### config.mk
export PLATFORM = sky130hd
export DESIGN_NAME = laser_scan_repulsive_steering_flat
export DESIGN_NICKNAME = d
export VERILOG_FILES = /design/src/sv/lsrs_pkg.sv /design/src/sv/lsrs_if.sv /design/src/sv/laser_scan_repulsive_steering.sv /design/src/sv/lsrs_datapath.sv /design/src/sv/lsrs_ctrl.sv /design/src/flat_wrapper.sv
export VERILOG_INCLUDE_DIRS = /design/src /design/src/sv
export SDC_FILE = /design/constraint.sdc
export NUM_CORES = 2
export LEC_CHECK = 0
export BUFFER_PORTS_ARGS = -buffer_cell sky130_fd_sc_hd__buf_2
export CAP_MARGIN = 20
export CELL_PAD_IN_SITES_DETAIL_PLACEMENT = 0
export CELL_PAD_IN_SITES_GLOBAL_PLACEMENT = 2
export CORE_UTILIZATION = 35
export DETAILED_ROUTE_END_ITERATION = 12
export GPL_ROUTABILITY_DRIVEN = 0
export PLACE_DENSITY_LB_ADDON = 0.1
export SETUP_SLACK_MARGIN = 0.1
export SLEW_MARGIN = 20
export SYNTH_ARGS = -nofsm -noshare
export SYNTH_HDL_FRONTEND = slang
export SYNTH_SLANG_ARGS = --single-unit
### constraint.sdc
create_clock -name clk -period 6.55 [get_ports clk]
set_clock_uncertainty 0.15 [all_clocks]
set_input_delay 0.655 -clock clk [delete_from_list [all_inputs] [get_ports clk]]
set_output_delay 0.655 -clock clk [all_outputs]
set_load 0.01 [all_outputs]
### src/sv/assert_macros.svh
// assertion helpers
`ifndef ASSERT_MACROS_SVH
`define ASSERT_MACROS_SVH
`define CHK_IMPL(lbl, a, c) \
	lbl: assert property (@(posedge clk) disable iff (!arst_n) (a) |-> (c)) \
		else $error("check failed");
`define CHK_NEXT(lbl, a, c) \
	lbl: assert property (@(posedge clk) disable iff (!arst_n) (a) |=> (c)) \
		else $error("check failed");
`endif

### src/sv/lsrs_pkg.sv
package lsrs_pkg;
	localparam int unsigned MaxSamples = 1024;
	localparam logic [10:0] CountLimit = 11'd2047;
	localparam logic [10:0] MaxCount = (MaxSamples < 2047) ? 11'(MaxSamples) : CountLimit;
	localparam logic signed [26:0] SumMax = 27'sd67108863;
	localparam logic signed [26:0] SumMin = -27'sd67108864;
	localparam logic signed [31:0] Cx0 = 32'sd652032874;
	localparam logic [14:0] Bias03 = 15'd9830;
	localparam logic [2:0] ADDR_START = 3'd0;
	localparam logic [2:0] ADDR_STEP = 3'd4;

	function automatic logic [31:0] atan_lut(input logic [3:0] i);
		case (i)
			4'd0: atan_lut = 32'h20000000;
			4'd1: atan_lut = 32'h12E4051E;
			4'd2: atan_lut = 32'h09FB385B;
			4'd3: atan_lut = 32'h051111D4;
			4'd4: atan_lut = 32'h028B0D43;
			4'd5: atan_lut = 32'h0145D7E1;
			4'd6: atan_lut = 32'h00A2F61E;
			4'd7: atan_lut = 32'h00517C55;
			4'd8: atan_lut = 32'h0028BE53;
			4'd9: atan_lut = 32'h00145F2F;
			4'd10: atan_lut = 32'h000A2F98;
			4'd11: atan_lut = 32'h000517CC;
			4'd12: atan_lut = 32'h00028BE6;
			4'd13: atan_lut = 32'h000145F3;
			4'd14: atan_lut = 32'h0000A2FA;
			default: atan_lut = 32'h0000517D;
		endcase
	endfunction

	typedef struct packed {
		logic load;     // latch sample, start weight div and cordic
		logic step;     // one div bit, and one cordic rotation while it_q < 16
		logic mul;      // latch cos and sin for the products
		logic acc;      // update sums, count and beam angle
		logic mstart;   // start mean divisions
		logic mstep;
		logic finish;   // form result, clear scan
	} lsrs_cmd_t;

	typedef struct packed {
		logic [10:0] count;
	} lsrs_sts_t;
endpackage

### src/sv/lsrs_if.sv
interface lsrs_in_if;
	logic valid;
	logic ready;
	logic [15:0] range_sample;
	logic last_sample;
	modport source (output valid, range_sample, last_sample, input ready);
	modport sink (input valid, range_sample, last_sample, output ready);
endinterface

interface lsrs_out_if;
	logic valid;
	logic ready;
	logic [14:0] linear_speed;
	logic signed [15:0] angular_speed;
	modport source (output valid, linear_speed, angular_speed, input ready);
	modport sink (input valid, linear_speed, angular_speed, output ready);
endinterface

### src/sv/laser_scan_repulsive_steering.sv
// channel  dir  payload
// in_ch    in   range_sample[15:0], last_sample
// out_ch   out  linear_speed[14:0], angular_speed[15:0]
// apb      in   start_angle @0x0, angle_step @0x4
// a sample runs the serial weight divider (cordic runs alongside), then product and accumulate;
// a marked sample then adds a serial mean division
// the result waits in an output register; the next item is held off only until it is taken
// reset clears the scan state and sets start_angle to -32768, angle_step to 64
`include "assert_macros.svh"
module laser_scan_repulsive_steering import lsrs_pkg::*; (
	input logic clk,
	input logic arst_n,
	lsrs_in_if.sink in_ch,
	lsrs_out_if.source out_ch,
	input logic psel,
	input logic penable,
	input logic pwrite,
	input logic [2:0] paddr,
	input logic [31:0] pwdata,
	output logic [31:0] prdata,
	output logic pready
);
	logic signed [15:0] start_q, step_q;
	lsrs_cmd_t cmd;
	lsrs_sts_t sts;
	logic emit;
	logic ovalid_q;
	logic [14:0] lin;
	logic signed [15:0] ang;

	assign pready = 1'b1;
	always_ff @(posedge clk or negedge arst_n) begin
		if (!arst_n) begin
			start_q <= -16'sd32768;
			step_q <= 16'sd64;
		end else if (psel && penable && pwrite) begin
			if (paddr == ADDR_START) start_q <= pwdata[15:0];
			if (paddr == ADDR_STEP) step_q <= pwdata[15:0];
		end
	end
	always_comb begin
		case (paddr)
			ADDR_START: prdata = {{16{start_q[15]}}, start_q};
			ADDR_STEP: prdata = {{16{step_q[15]}}, step_q};
			default: prdata = '0;
		endcase
	end

	lsrs_ctrl u_ctrl (.clk, .arst_n, .in_ch, .out_busy(ovalid_q && !out_ch.ready),
		.sts, .cmd, .emit);
	lsrs_datapath u_dp (.clk, .arst_n, .cmd, .range_sample(in_ch.range_sample),
		.start_angle(start_q), .angle_step(step_q), .sts, .lin_q(lin), .ang_q(ang));

	always_ff @(posedge clk or negedge arst_n) begin
		if (!arst_n) ovalid_q <= 1'b0;
		else if (emit) ovalid_q <= 1'b1;
		else if (out_ch.ready) ovalid_q <= 1'b0;
	end
	assign out_ch.valid = ovalid_q;
	assign out_ch.linear_speed = lin;
	assign out_ch.angular_speed = ang;

	`CHK_IMPL(a_lin_range, ovalid_q, lin <= 15'd19660)
	`CHK_NEXT(a_emit_valid, emit, ovalid_q)
endmodule

### src/sv/lsrs_datapath.sv
module lsrs_datapath import lsrs_pkg::*; (
	input logic clk,
	input logic arst_n,
	input lsrs_cmd_t cmd,
	input logic [15:0] range_sample,
	input logic signed [15:0] start_angle,
	input logic signed [15:0] angle_step,
	output lsrs_sts_t sts,
	output logic [14:0] lin_q,
	output logic signed [15:0] ang_q
);
	logic [10:0] count_q;
	logic signed [15:0] beam_q;
	logic signed [26:0] fsum_q, tsum_q;
	logic signed [15:0] ang_now;
	// weight divider: 2^31 / (65536 + d*d), restoring, 32 quotient bits
	logic [32:0] den_q;
	logic [32:0] rem_q;
	logic [31:0] quo_q;
	logic [4:0] it_q;
	logic signed [31:0] x_q, y_q, z_q;
	logic flip_q;
	logic signed [16:0] cos_q, sin_q;
	logic signed [33:0] pc_q, ps_q;
	logic [31:0] dd;
	logic [33:0] rtry;
	logic [32:0] rsh;
	logic [3:0] ci;
	logic signed [31:0] xs, ys;
	logic signed [15:0] anorm;
	logic aflip;
	logic signed [16:0] cx, sy, wq;

	assign sts.count = count_q;
	assign ang_now = (count_q == 11'd0) ? start_angle : beam_q;
	assign dd = 32'(range_sample) * 32'(range_sample);
	always_comb begin
		aflip = 1'b0;
		anorm = ang_now;
		if (ang_now > 16'sd16384) begin
			anorm = ang_now - 16'sh8000;
			aflip = 1'b1;
		end else if (ang_now < -16'sd16384) begin
			anorm = ang_now + 16'sh8000;
			aflip = 1'b1;
		end
	end
	// 2^31 has its only one bit at the top, brought in on the first step
	assign rsh = {rem_q[31:0], (it_q == 5'd0)};
	assign rtry = {1'b0, rsh} - {1'b0, den_q};
	assign ci = it_q[3:0];
	assign xs = x_q >>> ci;
	assign ys = y_q >>> ci;
	assign cx = 17'(x_q >>> 15);
	assign sy = 17'(y_q >>> 15);
	assign wq = 17'(quo_q);

	// mean divider: |sum| / count, 27 bits
	logic [26:0] fm_q, tm_q;
	logic [10:0] fr_q, tr_q;
	logic fneg_q, tneg_q;
	logic [26:0] fabs, tabs;
	logic [11:0] frs, trs;
	logic [11:0] ftry, ttry;
	logic signed [27:0] fmean, tmean;
	logic signed [33:0] fnew, tnew;

	assign fabs = fsum_q[26] ? 27'(-fsum_q) : 27'(fsum_q);
	assign tabs = tsum_q[26] ? 27'(-tsum_q) : 27'(tsum_q);
	assign frs = {fr_q, fm_q[26]};
	assign trs = {tr_q, tm_q[26]};
	assign ftry = frs - {1'b0, count_q};
	assign ttry = trs - {1'b0, count_q};
	assign fmean = fneg_q ? -$signed({1'b0, fm_q}) : $signed({1'b0, fm_q});
	assign tmean = tneg_q ? -$signed({1'b0, tm_q}) : $signed({1'b0, tm_q});
	assign fnew = 34'(fsum_q) - (pc_q >>> 15);
	assign tnew = 34'(tsum_q) - (ps_q >>> 15);

	always_ff @(posedge clk or negedge arst_n) begin
		if (!arst_n) begin
			count_q <= '0;
			fsum_q <= '0;
			tsum_q <= '0;
		end else if (cmd.acc) begin
			count_q <= count_q + 11'd1;
			fsum_q <= (fnew > 34'(SumMax)) ? SumMax : (fnew < 34'(SumMin)) ? SumMin : 27'(fnew);
			tsum_q <= (tnew > 34'(SumMax)) ? SumMax : (tnew < 34'(SumMin)) ? SumMin : 27'(tnew);
		end else if (cmd.finish) begin
			count_q <= '0;
			fsum_q <= '0;
			tsum_q <= '0;
		end
	end

	always_ff @(posedge clk) begin
		if (cmd.load) begin
			den_q <= 33'h10000 + 33'(dd);
			rem_q <= '0;
			quo_q <= '0;
			it_q <= '0;
			x_q <= Cx0;
			y_q <= '0;
			z_q <= 32'(anorm) <<< 16;
			flip_q <= aflip;
		end else if (cmd.step) begin
			if (!rtry[33]) begin
				rem_q <= rtry[32:0];
				quo_q <= {quo_q[30:0], 1'b1};
			end else begin
				rem_q <= rsh;
				quo_q <= {quo_q[30:0], 1'b0};
			end
			it_q <= it_q + 5'd1;
			if (it_q < 5'd16) begin
				if (!z_q[31]) begin
					x_q <= x_q - ys;
					y_q <= y_q + xs;
					z_q <= z_q - $signed(atan_lut(ci));
				end else begin
					x_q <= x_q + ys;
					y_q <= y_q - xs;
					z_q <= z_q + $signed(atan_lut(ci));
				end
			end
		end
		if (cmd.mul) begin
			cos_q <= flip_q ? -cx : cx;
			sin_q <= flip_q ? -sy : sy;
		end
		if (cmd.acc) begin
			beam_q <= ang_now + angle_step;
		end else if (cmd.finish) begin
			beam_q <= start_angle;
		end
		if (cmd.mstart) begin
			fm_q <= fabs;
			tm_q <= tabs;
			fneg_q <= fsum_q[26];
			tneg_q <= tsum_q[26];
			fr_q <= '0;
			tr_q <= '0;
		end else if (cmd.mstep) begin
			if (!ftry[11]) begin
				fr_q <= ftry[10:0];
				fm_q <= {fm_q[25:0], 1'b1};
			end else begin
				fr_q <= frs[10:0];
				fm_q <= {fm_q[25:0], 1'b0};
			end
			if (!ttry[11]) begin
				tr_q <= ttry[10:0];
				tm_q <= {tm_q[25:0], 1'b1};
			end else begin
				tr_q <= trs[10:0];
				tm_q <= {tm_q[25:0], 1'b0};
			end
		end
		if (cmd.finish) begin
			if (count_q == 11'd0) begin
				lin_q <= Bias03;
				ang_q <= '0;
			end else begin
				lin_q <= (fmean > 28'sd9830) ? 15'd19660 :
					(fmean < -28'sd9830) ? 15'd0 : 15'(fmean + 28'sd9830);
				ang_q <= (tmean > 28'sd32767) ? 16'sh7fff :
					(tmean < -28'sd32768) ? 16'sh8000 : 16'(tmean);
			end
		end
	end

	// products are registered from the latched cos and sin, landing in the cycle after they are latched
	always_ff @(posedge clk) begin
		pc_q <= cos_q * wq;
		ps_q <= sin_q * wq;
	end
endmodule

### src/sv/lsrs_ctrl.sv
`include "assert_macros.svh"
module lsrs_ctrl import lsrs_pkg::*; (
	input logic clk,
	input logic arst_n,
	lsrs_in_if.sink in_ch,
	input logic out_busy,
	input lsrs_sts_t sts,
	output lsrs_cmd_t cmd,
	output logic emit
);
	localparam logic [2:0] S_IDLE = 3'd0;
	localparam logic [2:0] S_RUN = 3'd1;
	localparam logic [2:0] S_MUL = 3'd2;
	localparam logic [2:0] S_PROD = 3'd3;
	localparam logic [2:0] S_ACC = 3'd4;
	localparam logic [2:0] S_MEAN = 3'd5;
	localparam logic [2:0] S_FIN = 3'd6;

	logic [2:0] state_q;
	logic [4:0] cnt_q;
	logic last_q;
	logic take;

	assign in_ch.ready = (state_q == S_IDLE) && !out_busy;
	assign take = in_ch.valid && in_ch.ready;

	always_comb begin
		cmd = '0;
		cmd.load = take;
		cmd.step = (state_q == S_RUN);
		cmd.mul = (state_q == S_MUL);
		cmd.acc = (state_q == S_ACC);
		cmd.mstart = (state_q == S_ACC) ? 1'b0 : 1'b0;
		cmd.mstep = (state_q == S_MEAN) && (cnt_q != 5'd0);
		cmd.finish = (state_q == S_FIN);
		if (state_q == S_MEAN && cnt_q == 5'd0) cmd.mstart = 1'b1;
	end
	assign emit = (state_q == S_FIN);

	always_ff @(posedge clk or negedge arst_n) begin
		if (!arst_n) begin
			state_q <= S_IDLE;
			cnt_q <= '0;
			last_q <= 1'b0;
		end else begin
			case (state_q)
				S_IDLE: begin
					if (take) begin
						last_q <= in_ch.last_sample;
						cnt_q <= '0;
						state_q <= (sts.count < MaxCount) ? S_RUN : S_MEAN;
						if (!(sts.count < MaxCount) && !in_ch.last_sample) state_q <= S_IDLE;
					end
				end
				S_RUN: begin
					cnt_q <= cnt_q + 5'd1;
					if (cnt_q == 5'd31) state_q <= S_MUL;
				end
				S_MUL: state_q <= S_PROD;
				S_PROD: state_q <= S_ACC;
				S_ACC: begin
					cnt_q <= '0;
					state_q <= last_q ? S_MEAN : S_IDLE;
				end
				S_MEAN: begin
					cnt_q <= cnt_q + 5'd1;
					if (cnt_q == 5'd27) state_q <= S_FIN;
				end
				S_FIN: state_q <= S_IDLE;
				default: state_q <= S_IDLE;
			endcase
		end
	end

	`CHK_IMPL(a_ready_idle, in_ch.ready, state_q == S_IDLE)
	`CHK_NEXT(a_fin_idle, state_q == S_FIN, state_q == S_IDLE)
	`CHK_NEXT(a_acc_next, state_q == S_PROD, state_q == S_ACC)
endmodule

### src/flat_wrapper.sv
// flat-port wrapper written by rule: the top's interface ports become plain ports
module laser_scan_repulsive_steering_flat import lsrs_pkg::*;
  (clk, arst_n, psel, penable, pwrite, paddr, pwdata, prdata, pready, in_ch_valid, in_ch_range_sample, in_ch_last_sample, in_ch_ready, out_ch_valid, out_ch_linear_speed, out_ch_angular_speed, out_ch_ready);
  lsrs_in_if in_ch_i ();
  lsrs_out_if out_ch_i ();
  input logic clk;
  input logic arst_n;
  input logic psel;
  input logic penable;
  input logic pwrite;
  input logic [2:0] paddr;
  input logic [31:0] pwdata;
  output logic [31:0] prdata;
  output logic pready;
  input wire logic [$bits(in_ch_i.valid)-1:0] in_ch_valid;
  input wire logic [$bits(in_ch_i.range_sample)-1:0] in_ch_range_sample;
  input wire logic [$bits(in_ch_i.last_sample)-1:0] in_ch_last_sample;
  output wire logic [$bits(in_ch_i.ready)-1:0] in_ch_ready;
  output wire logic [$bits(out_ch_i.valid)-1:0] out_ch_valid;
  output wire logic [$bits(out_ch_i.linear_speed)-1:0] out_ch_linear_speed;
  output wire logic [$bits(out_ch_i.angular_speed)-1:0] out_ch_angular_speed;
  input wire logic [$bits(out_ch_i.ready)-1:0] out_ch_ready;
  assign in_ch_i.valid = in_ch_valid;
  assign in_ch_i.range_sample = in_ch_range_sample;
  assign in_ch_i.last_sample = in_ch_last_sample;
  assign in_ch_ready = in_ch_i.ready;
  assign out_ch_valid = out_ch_i.valid;
  assign out_ch_linear_speed = out_ch_i.linear_speed;
  assign out_ch_angular_speed = out_ch_i.angular_speed;
  assign out_ch_i.ready = out_ch_ready;
  laser_scan_repulsive_steering u_core (.clk(clk), .arst_n(arst_n), .in_ch(in_ch_i), .out_ch(out_ch_i), .psel(psel), .penable(penable), .pwrite(pwrite), .paddr(paddr), .pwdata(pwdata), .prdata(prdata), .pready(pready));
endmodule
After elaboration in Yosys (flattened, before gate mapping). Memories as Yosys holds them, arrays and structs flattened. A register that Yosys moved wholly into a read port is not among the register bits. Cells that the tools add are included.

Memories kept: 2. Register bits: 518. ROM bits: 960. Output and inout bits: 66.

Equality and inequality tests: 12. $mul: 3. Shift-type cells: 2. Reductions and logical operators: 35. Order comparisons: 12. Muxes and demuxes: 66. Add/subtract/negate cells: 25.

Memory list: (name not given) (words 16, bits a word 30, read ports 1, clocked after memory_dff 1, wr ports 0, RTL line lsrs_pkg.sv:13) `case (i)`; (name not given) (words 16, bits a word 30, read ports 1, clocked after memory_dff 1, wr ports 0, RTL line lsrs_pkg.sv:13).

Operators by type and width (count): 2-to-1 mux 32 bit (15); 2-to-1 mux 27 bit (13); adder 32 bit (3); 2-to-1 mux 16 bit (6); subtractor 32 bit (3); multiplier 17 x 17 -> 34 bit (2); case mux 32 bit (2 select lines) (1); >>> shifter 32 x 4 -> 32 bit (2); > comparator 28 x 27 -> 1 bit (second input constant) (2); < comparator 28 x 27 -> 1 bit (second input constant) (2); 2-to-1 mux 28 bit (2); negator 27 -> 28 bit (2); subtractor 27 x 19 -> 28 bit (2); negator 27 bit (2); 2-to-1 mux 15 bit (3); 2-to-1 mux 11 bit (4); 2-to-1 mux 17 bit (2); negator 17 bit (2); subtractor 33 x 33 -> 34 bit (1); adder 17 x 32 -> 33 bit (first input constant) (1); multiplier 16 x 16 -> 32 bit (1); > comparator 28 x 15 -> 1 bit (second input constant) (1); > comparator 28 x 16 -> 1 bit (second input constant) (1); < comparator 28 x 15 -> 1 bit (second input constant) (1); other kinds (36) (81).

Depth between registers and ports, before layout.
Word-level depth: 11. Gate-level depth with buffers: 26.

Cells and area by module. A second synthesis with hierarchy kept.

Cell total of the unflattened synthesis: 7431. Area, all modules: 67115.6 um^2.

By module, submodules not included: lsrs_datapath (cells each 7238, instances 1, seq. area each 11696.2 um^2, area an instance 64782.1 um^2); laser_scan_repulsive_steering (cells each 130, instances 1, seq. area each 828.3 um^2, area an instance 1689.1 um^2); lsrs_ctrl (cells each 63, instances 1, seq. area each 225.2 um^2, area an instance 644.4 um^2).

Worst setup path before layout. No wires, ideal clock.

Path type: register -> register. Start: register u_core.u_dp.cos_q[5]. End: register u_core.u_dp.pc_q[32]. Period minus slack after synthesis: 6673 ps. Arrival time: 6451 ps. Setup slack: -123 ps. Buffers on the path: 1. Cell stages (with the launch flop): 24. Data required time: 6328 ps. Cell sequence: edfxtp_1 clkbuf_1 and2_1 fa_1 inv_1 fa_1 fa_1 fa_1 inv_1 fa_1 inv_1 fa_1 inv_1 ha_1 a21o_1 a211o_1 nor3_1 a211oi_1 o31ai_1 a21o_1 a311oi_1 o41a_1 a21oi_1 xnor2_1.

Longest elaborated chain between the ends: 1.

RTL lines: start, declared (RTL line lsrs_datapath.sv:23) `logic signed [16:0] cos_q, sin_q;`; start signal, assigned (RTL line lsrs_datapath.sv:127) `cos_q <= flip_q ? -cx : cx;`; multiplier 17 x 17 -> 34 bit (RTL line lsrs_datapath.sv:173) `pc_q <= cos_q * wq;`; end signal, assigned (RTL line lsrs_datapath.sv:173); end, declared (RTL line lsrs_datapath.sv:24) `logic signed [33:0] pc_q, ps_q;`.

Every way passes these cells. A chain may end at the register's enable or synchronous reset.

Final worst setup path.
Start: register u_core.u_dp.cos_q[7]. End: register u_core.u_dp.pc_q[33].

Same word-level chain as after synthesis.

==> metrics.txt <==
# TYPE chip_impl_metric gauge
chip_impl_info{name="result_of_the_run",value="finished, final reports clean"} 1
chip_impl_metric{name="ys_seq_elements",unit=""} 517
chip_impl_info{name="rsz0062_at_grt",value="true"} 1
chip_impl_metric{name="synth_enable_flop_cells",unit=""} 186
chip_impl_metric{name="final.min_clock_period",unit="ps"} 6360
chip_impl_metric{name="floorplan.rows",unit=""} 160
chip_impl_metric{name="mappedNetlistNets",unit=""} 8946
chip_impl_info{name="synthMostInstantiatedCell",value="inv_1"} 1
chip_impl_metric{name="finalCritPeriodShare",unit=""} 0.971
chip_impl_metric{name="maxSlewHeadroom",unit=""} 0.280
chip_impl_info{name="cell_accounting_for_the_most_synthesized_area",value="fa_1"} 1
chip_impl_metric{name="maxCapViolCount",unit=""} 0
chip_impl_metric{name="timing.critical_path.slowest_cell_delay",unit="ps"} 560
chip_impl_info{name="timing.critical_path.mode_cell",value="fa_1"} 1
chip_impl_info{name="synth.top_cells.by_count",value="1121 x inv_1, 805 x nand2_1, 765 x fa_1, 519 x ha_1, 397 x o21ai_0"} 1
chip_impl_metric{name="dr.pass1.iters",unit=""} 7
chip_impl_metric{name="fmaxAchievable",unit="GHz"} 0.157
chip_impl_metric{name="final_util",unit=""} 0.399
chip_impl_metric{name="syn-cell-area",unit="sq mm"} 0.0675
chip_impl_metric{name="slew_violations",unit=""} 0
chip_impl_metric{name="grt.total_usage",unit=""} 0.200
chip_impl_info{name="ys.flop_type",value="dfxtp_1"} 1
chip_impl_metric{name="tightest_slew",unit="ps"} 1080
chip_impl_metric{name="detail_route.wirelength",unit="um"} 191000
chip_impl_metric{name="setup-tns-final",unit="ps"} 0
chip_impl_metric{name="cp.arrival",unit="ps"} 6750
chip_impl_metric{name="critPathMaxFanout",unit=""} 3
chip_impl_metric{name="clkLatencyLatePin",unit="ps"} 690
chip_impl_metric{name="cts_max_level",unit=""} 3
chip_impl_metric{name="synth.top_cell.area_share",unit=""} 0.227
chip_impl_metric{name="fin_nets",unit=""} 9180
chip_impl_metric{name="detail_route.drc_violations",unit=""} 0
chip_impl_info{name="critical_path.endpoint_type",value="flop"} 1
chip_impl_metric{name="die-width",unit="um"} 441
chip_impl_metric{name="clock_sinks",unit=""} 517
chip_impl_metric{name="drt.antenna.violating_nets",unit=""} 0
chip_impl_metric{name="number_of_hold_violations_in_the_final_report",unit=""} 0
chip_impl_metric{name="routed_via_density",unit=""} 5.07
chip_impl_metric{name="worstRegToRegCells",unit=""} 23
chip_impl_metric{name="vias",unit=""} 52779
chip_impl_metric{name="setup.reg_to_reg.worst_slack",unit="ps"} 190
chip_impl_info{name="slowest_stage",value="fa_1"} 1
chip_impl_metric{name="final_design_area_no_fill",unit="sq mm"} 0.0761
chip_impl_metric{name="yosysSeqAreaShare",unit=""} 0.189
chip_impl_info{name="cts_tree",value="yes"} 1
chip_impl_metric{name="fraction_of_layout_cells_with_a_size_suffix_above_1",unit=""} 0.118
chip_impl_metric{name="cts.path.max_buffers",unit=""} 3
chip_impl_metric{name="port_buffers",unit=""} 107
chip_impl_info{name="ys_top_cells_by_area",value="fa_1 23%, ha_1 9.6%, edfxtp_1 8.3%"} 1
chip_impl_metric{name="grt_first_pass_wirelength",unit="um"} 310000
chip_impl_metric{name="vias_in_the_first_global_route",unit=""} 55298
chip_impl_metric{name="worst-endpoint-required",unit="ps"} 6940
chip_impl_metric{name="ys_async_sr_fraction",unit=""} 0.207
chip_impl_metric{name="half_perimeter_wire_length_after_detailed_placement",unit="um"} 150000
chip_impl_info{name="clockRootBuffer",value="clkbuf_16"} 1
chip_impl_metric{name="dp_cells",unit=""} 10243
chip_impl_metric{name="numCtsBuffers",unit=""} 72
chip_impl_metric{name="finalSetupViolations",unit=""} 0
chip_impl_metric{name="area.growth.synth_to_final",unit="%"} 12.8
chip_impl_metric{name="grt_overflow_total",unit=""} 0
chip_impl_metric{name="die-height",unit="um"} 441
chip_impl_info{name="setup.worst_path.end",value="u_core.u_dp.pc_q[33]"} 1
chip_impl_metric{name="synthCells",unit=""} 7603
chip_impl_metric{name="grt_max_degree",unit=""} 109
chip_impl_info{name="timing.rr.end",value="u_core.u_dp.pc_q[33]"} 1
chip_impl_info{name="hold_path.startpoint",value="pwdata[1]"} 1
chip_impl_metric{name="floorplan.core_area",unit="sq mm"} 0.191
chip_impl_metric{name="wire_per_inst",unit="um"} 18.3
chip_impl_metric{name="initial_utilization",unit=""} 0.354
chip_impl_metric{name="stdcell_count",unit=""} 10412
chip_impl_metric{name="synth_cell_types",unit=""} 95
chip_impl_info{name="r2r_start",value="u_core.u_dp.cos_q[7]"} 1
chip_impl_metric{name="drtIter0Drc",unit=""} 2665
chip_impl_metric{name="yosysWarningCount",unit=""} 0
chip_impl_metric{name="ioPinCount",unit=""} 125
chip_impl_metric{name="number_of_antenna_violations_at_the_first_check_in_global_routing",unit=""} 4
chip_impl_metric{name="clk_pin_slew",unit="ps"} 60
chip_impl_info{name="min_path_type",value="in2reg"} 1
chip_impl_info{name="startpoint_type",value="flop"} 1
chip_impl_info{name="timing.critical_path.from",value="u_core.u_dp.cos_q[7]"} 1
chip_impl_metric{name="synthesized_area_per_cell",unit="sq um"} 8.87
chip_impl_info{name="worstSetupPathType",value="reg2reg"} 1
chip_impl_info{name="path_cells",value="and2_4 > fa_1 > inv_1 > fa_1 > fa_1 > fa_1 > inv_1 > fa_1 > inv_1 > fa_1 > inv_2 > ha_4 > a21o_1 > a211o_1 > nor3_4 > a211oi_4 > o31ai_2 > buf_4 > a21o_4 > a311oi_4 > o41a_1 > mux2i_1 > nand4_1"} 1
chip_impl_metric{name="die_area",unit="sq mm"} 0.194
chip_impl_metric{name="dpl-instance-area",unit="sq mm"} 0.0731
registers in the layout, indices dropped and copies added, names as in the netlist, 17 cells and up, named ones only:
name / count
u_core.u_dp.den_q: 32
u_core.u_dp.rem_q: 32
u_core.u_dp.x_q: 32
u_core.u_dp.y_q: 32
u_core.u_dp.z_q: 32
u_core.u_dp.fm_q: 27
u_core.u_dp.fsum_q: 27
u_core.u_dp.tm_q: 27
u_core.u_dp.tsum_q: 27
u_core.u_dp.pc_q: 19
u_core.u_dp.ps_q: 19
u_core.u_dp.cos_q: 17
u_core.u_dp.quo_q: 17
u_core.u_dp.sin_q: 17
placed cells by master, fill, tap and decap left out, drive strengths merged, types with 105 or more instances in the layout:
| cell type | count |
|---|---|
| a21oi | 382 |
| and2 | 371 |
| buf | 528 |
| dfrtp | 105 |
| dfxtp | 224 |
| edfxtp | 186 |
| fa | 765 |
| ha | 519 |
| inv | 1133 |
| nand2 | 805 |
| nand3 | 109 |
| nor2 | 316 |
| nor3 | 122 |
| o21ai | 401 |
| xnor2 | 273 |
| xor2 | 189 |
critical path: cells and delay by family (launching register included):
family          cells  cell delay [ps]
fa+ha+maj           7             3240
compound gates      7             1400
flops               1              440
simple gates        3              430
buf+inv             5              360
mux                 1              170
routing by layer:
layer | track usage | wire, um
met5 | 0 | 0
met4 | 0.0397 | 3790
met3 | 0.0201 | 5150
met2 | 0.337 | 90300
met1 | 0.276 | 91500
final cells by class:
type | count | area [sq um]
Fill cell | 19449 | 115000
Antenna cell | 4 | 10.0
Inverter | 1130 | 4240
Timing Repair Buffer | 529 | 4180
Clock inverter | 30 | 310
Multi-Input combinational cell | 5587 | 49400
Clock buffer | 104 | 2090
Sequential cell | 517 | 12800
Tap cell | 2511 | 3140
per-stage QoR:
stage / hold WS, ps / setup WS, ps
5_1_grt: 20.3 / -79.7
3_3_place_gp: 295 / -335
6_report: 58.3 / 191
3_5_place_dp: 306 / -297
4_1_cts: 10.3 / 84.1
2_1_floorplan: 209 / 115
worst min path at each step:
stage,to,slack (ps),depth (start not counted)
detailed placement,u_core.u_dp.z_q[0],310,2
global route,u_core.start_q[4],20,2
global placement,u_core.u_dp.z_q[15],300,2
floorplan,u_core.out_ch.valid,210,0
finish,u_core.step_q[1],60,3
CTS,u_core.u_ctrl.last_q,10,3
kinds of logic (layout without fill, tap and decap cells):
| kind of cell | after synthesis | in the layout | synth area share |
|---|---|---|---|
| buf+inv | 1499 | 1793 | 0.0854 |
| other cells | 1 | 5 | 0.0000556 |
| xor+xnor | 462 | 462 | 0.0600 |
| fa+ha+maj | 1284 | 1284 | 0.323 |
| flops | 517 | 517 | 0.189 |
| mux | 237 | 237 | 0.0478 |
| compound gates | 1470 | 1470 | 0.139 |
| simple gates | 2133 | 2133 | 0.155 |
what timing repair did:
item | in CTS | in global routing
endpoints found under the hold margin | 41 | 0
setup endpoints to repair | 16 | 27
setup buffers | 18 | 11
resized for setup | 53 | 47
pin swaps | 47 | 43
hold buffers | 1 | 0
Power is left out: the tool's default activity adds up to more than one toggle a clock period on the data nets, which glitch-free logic cannot reach.
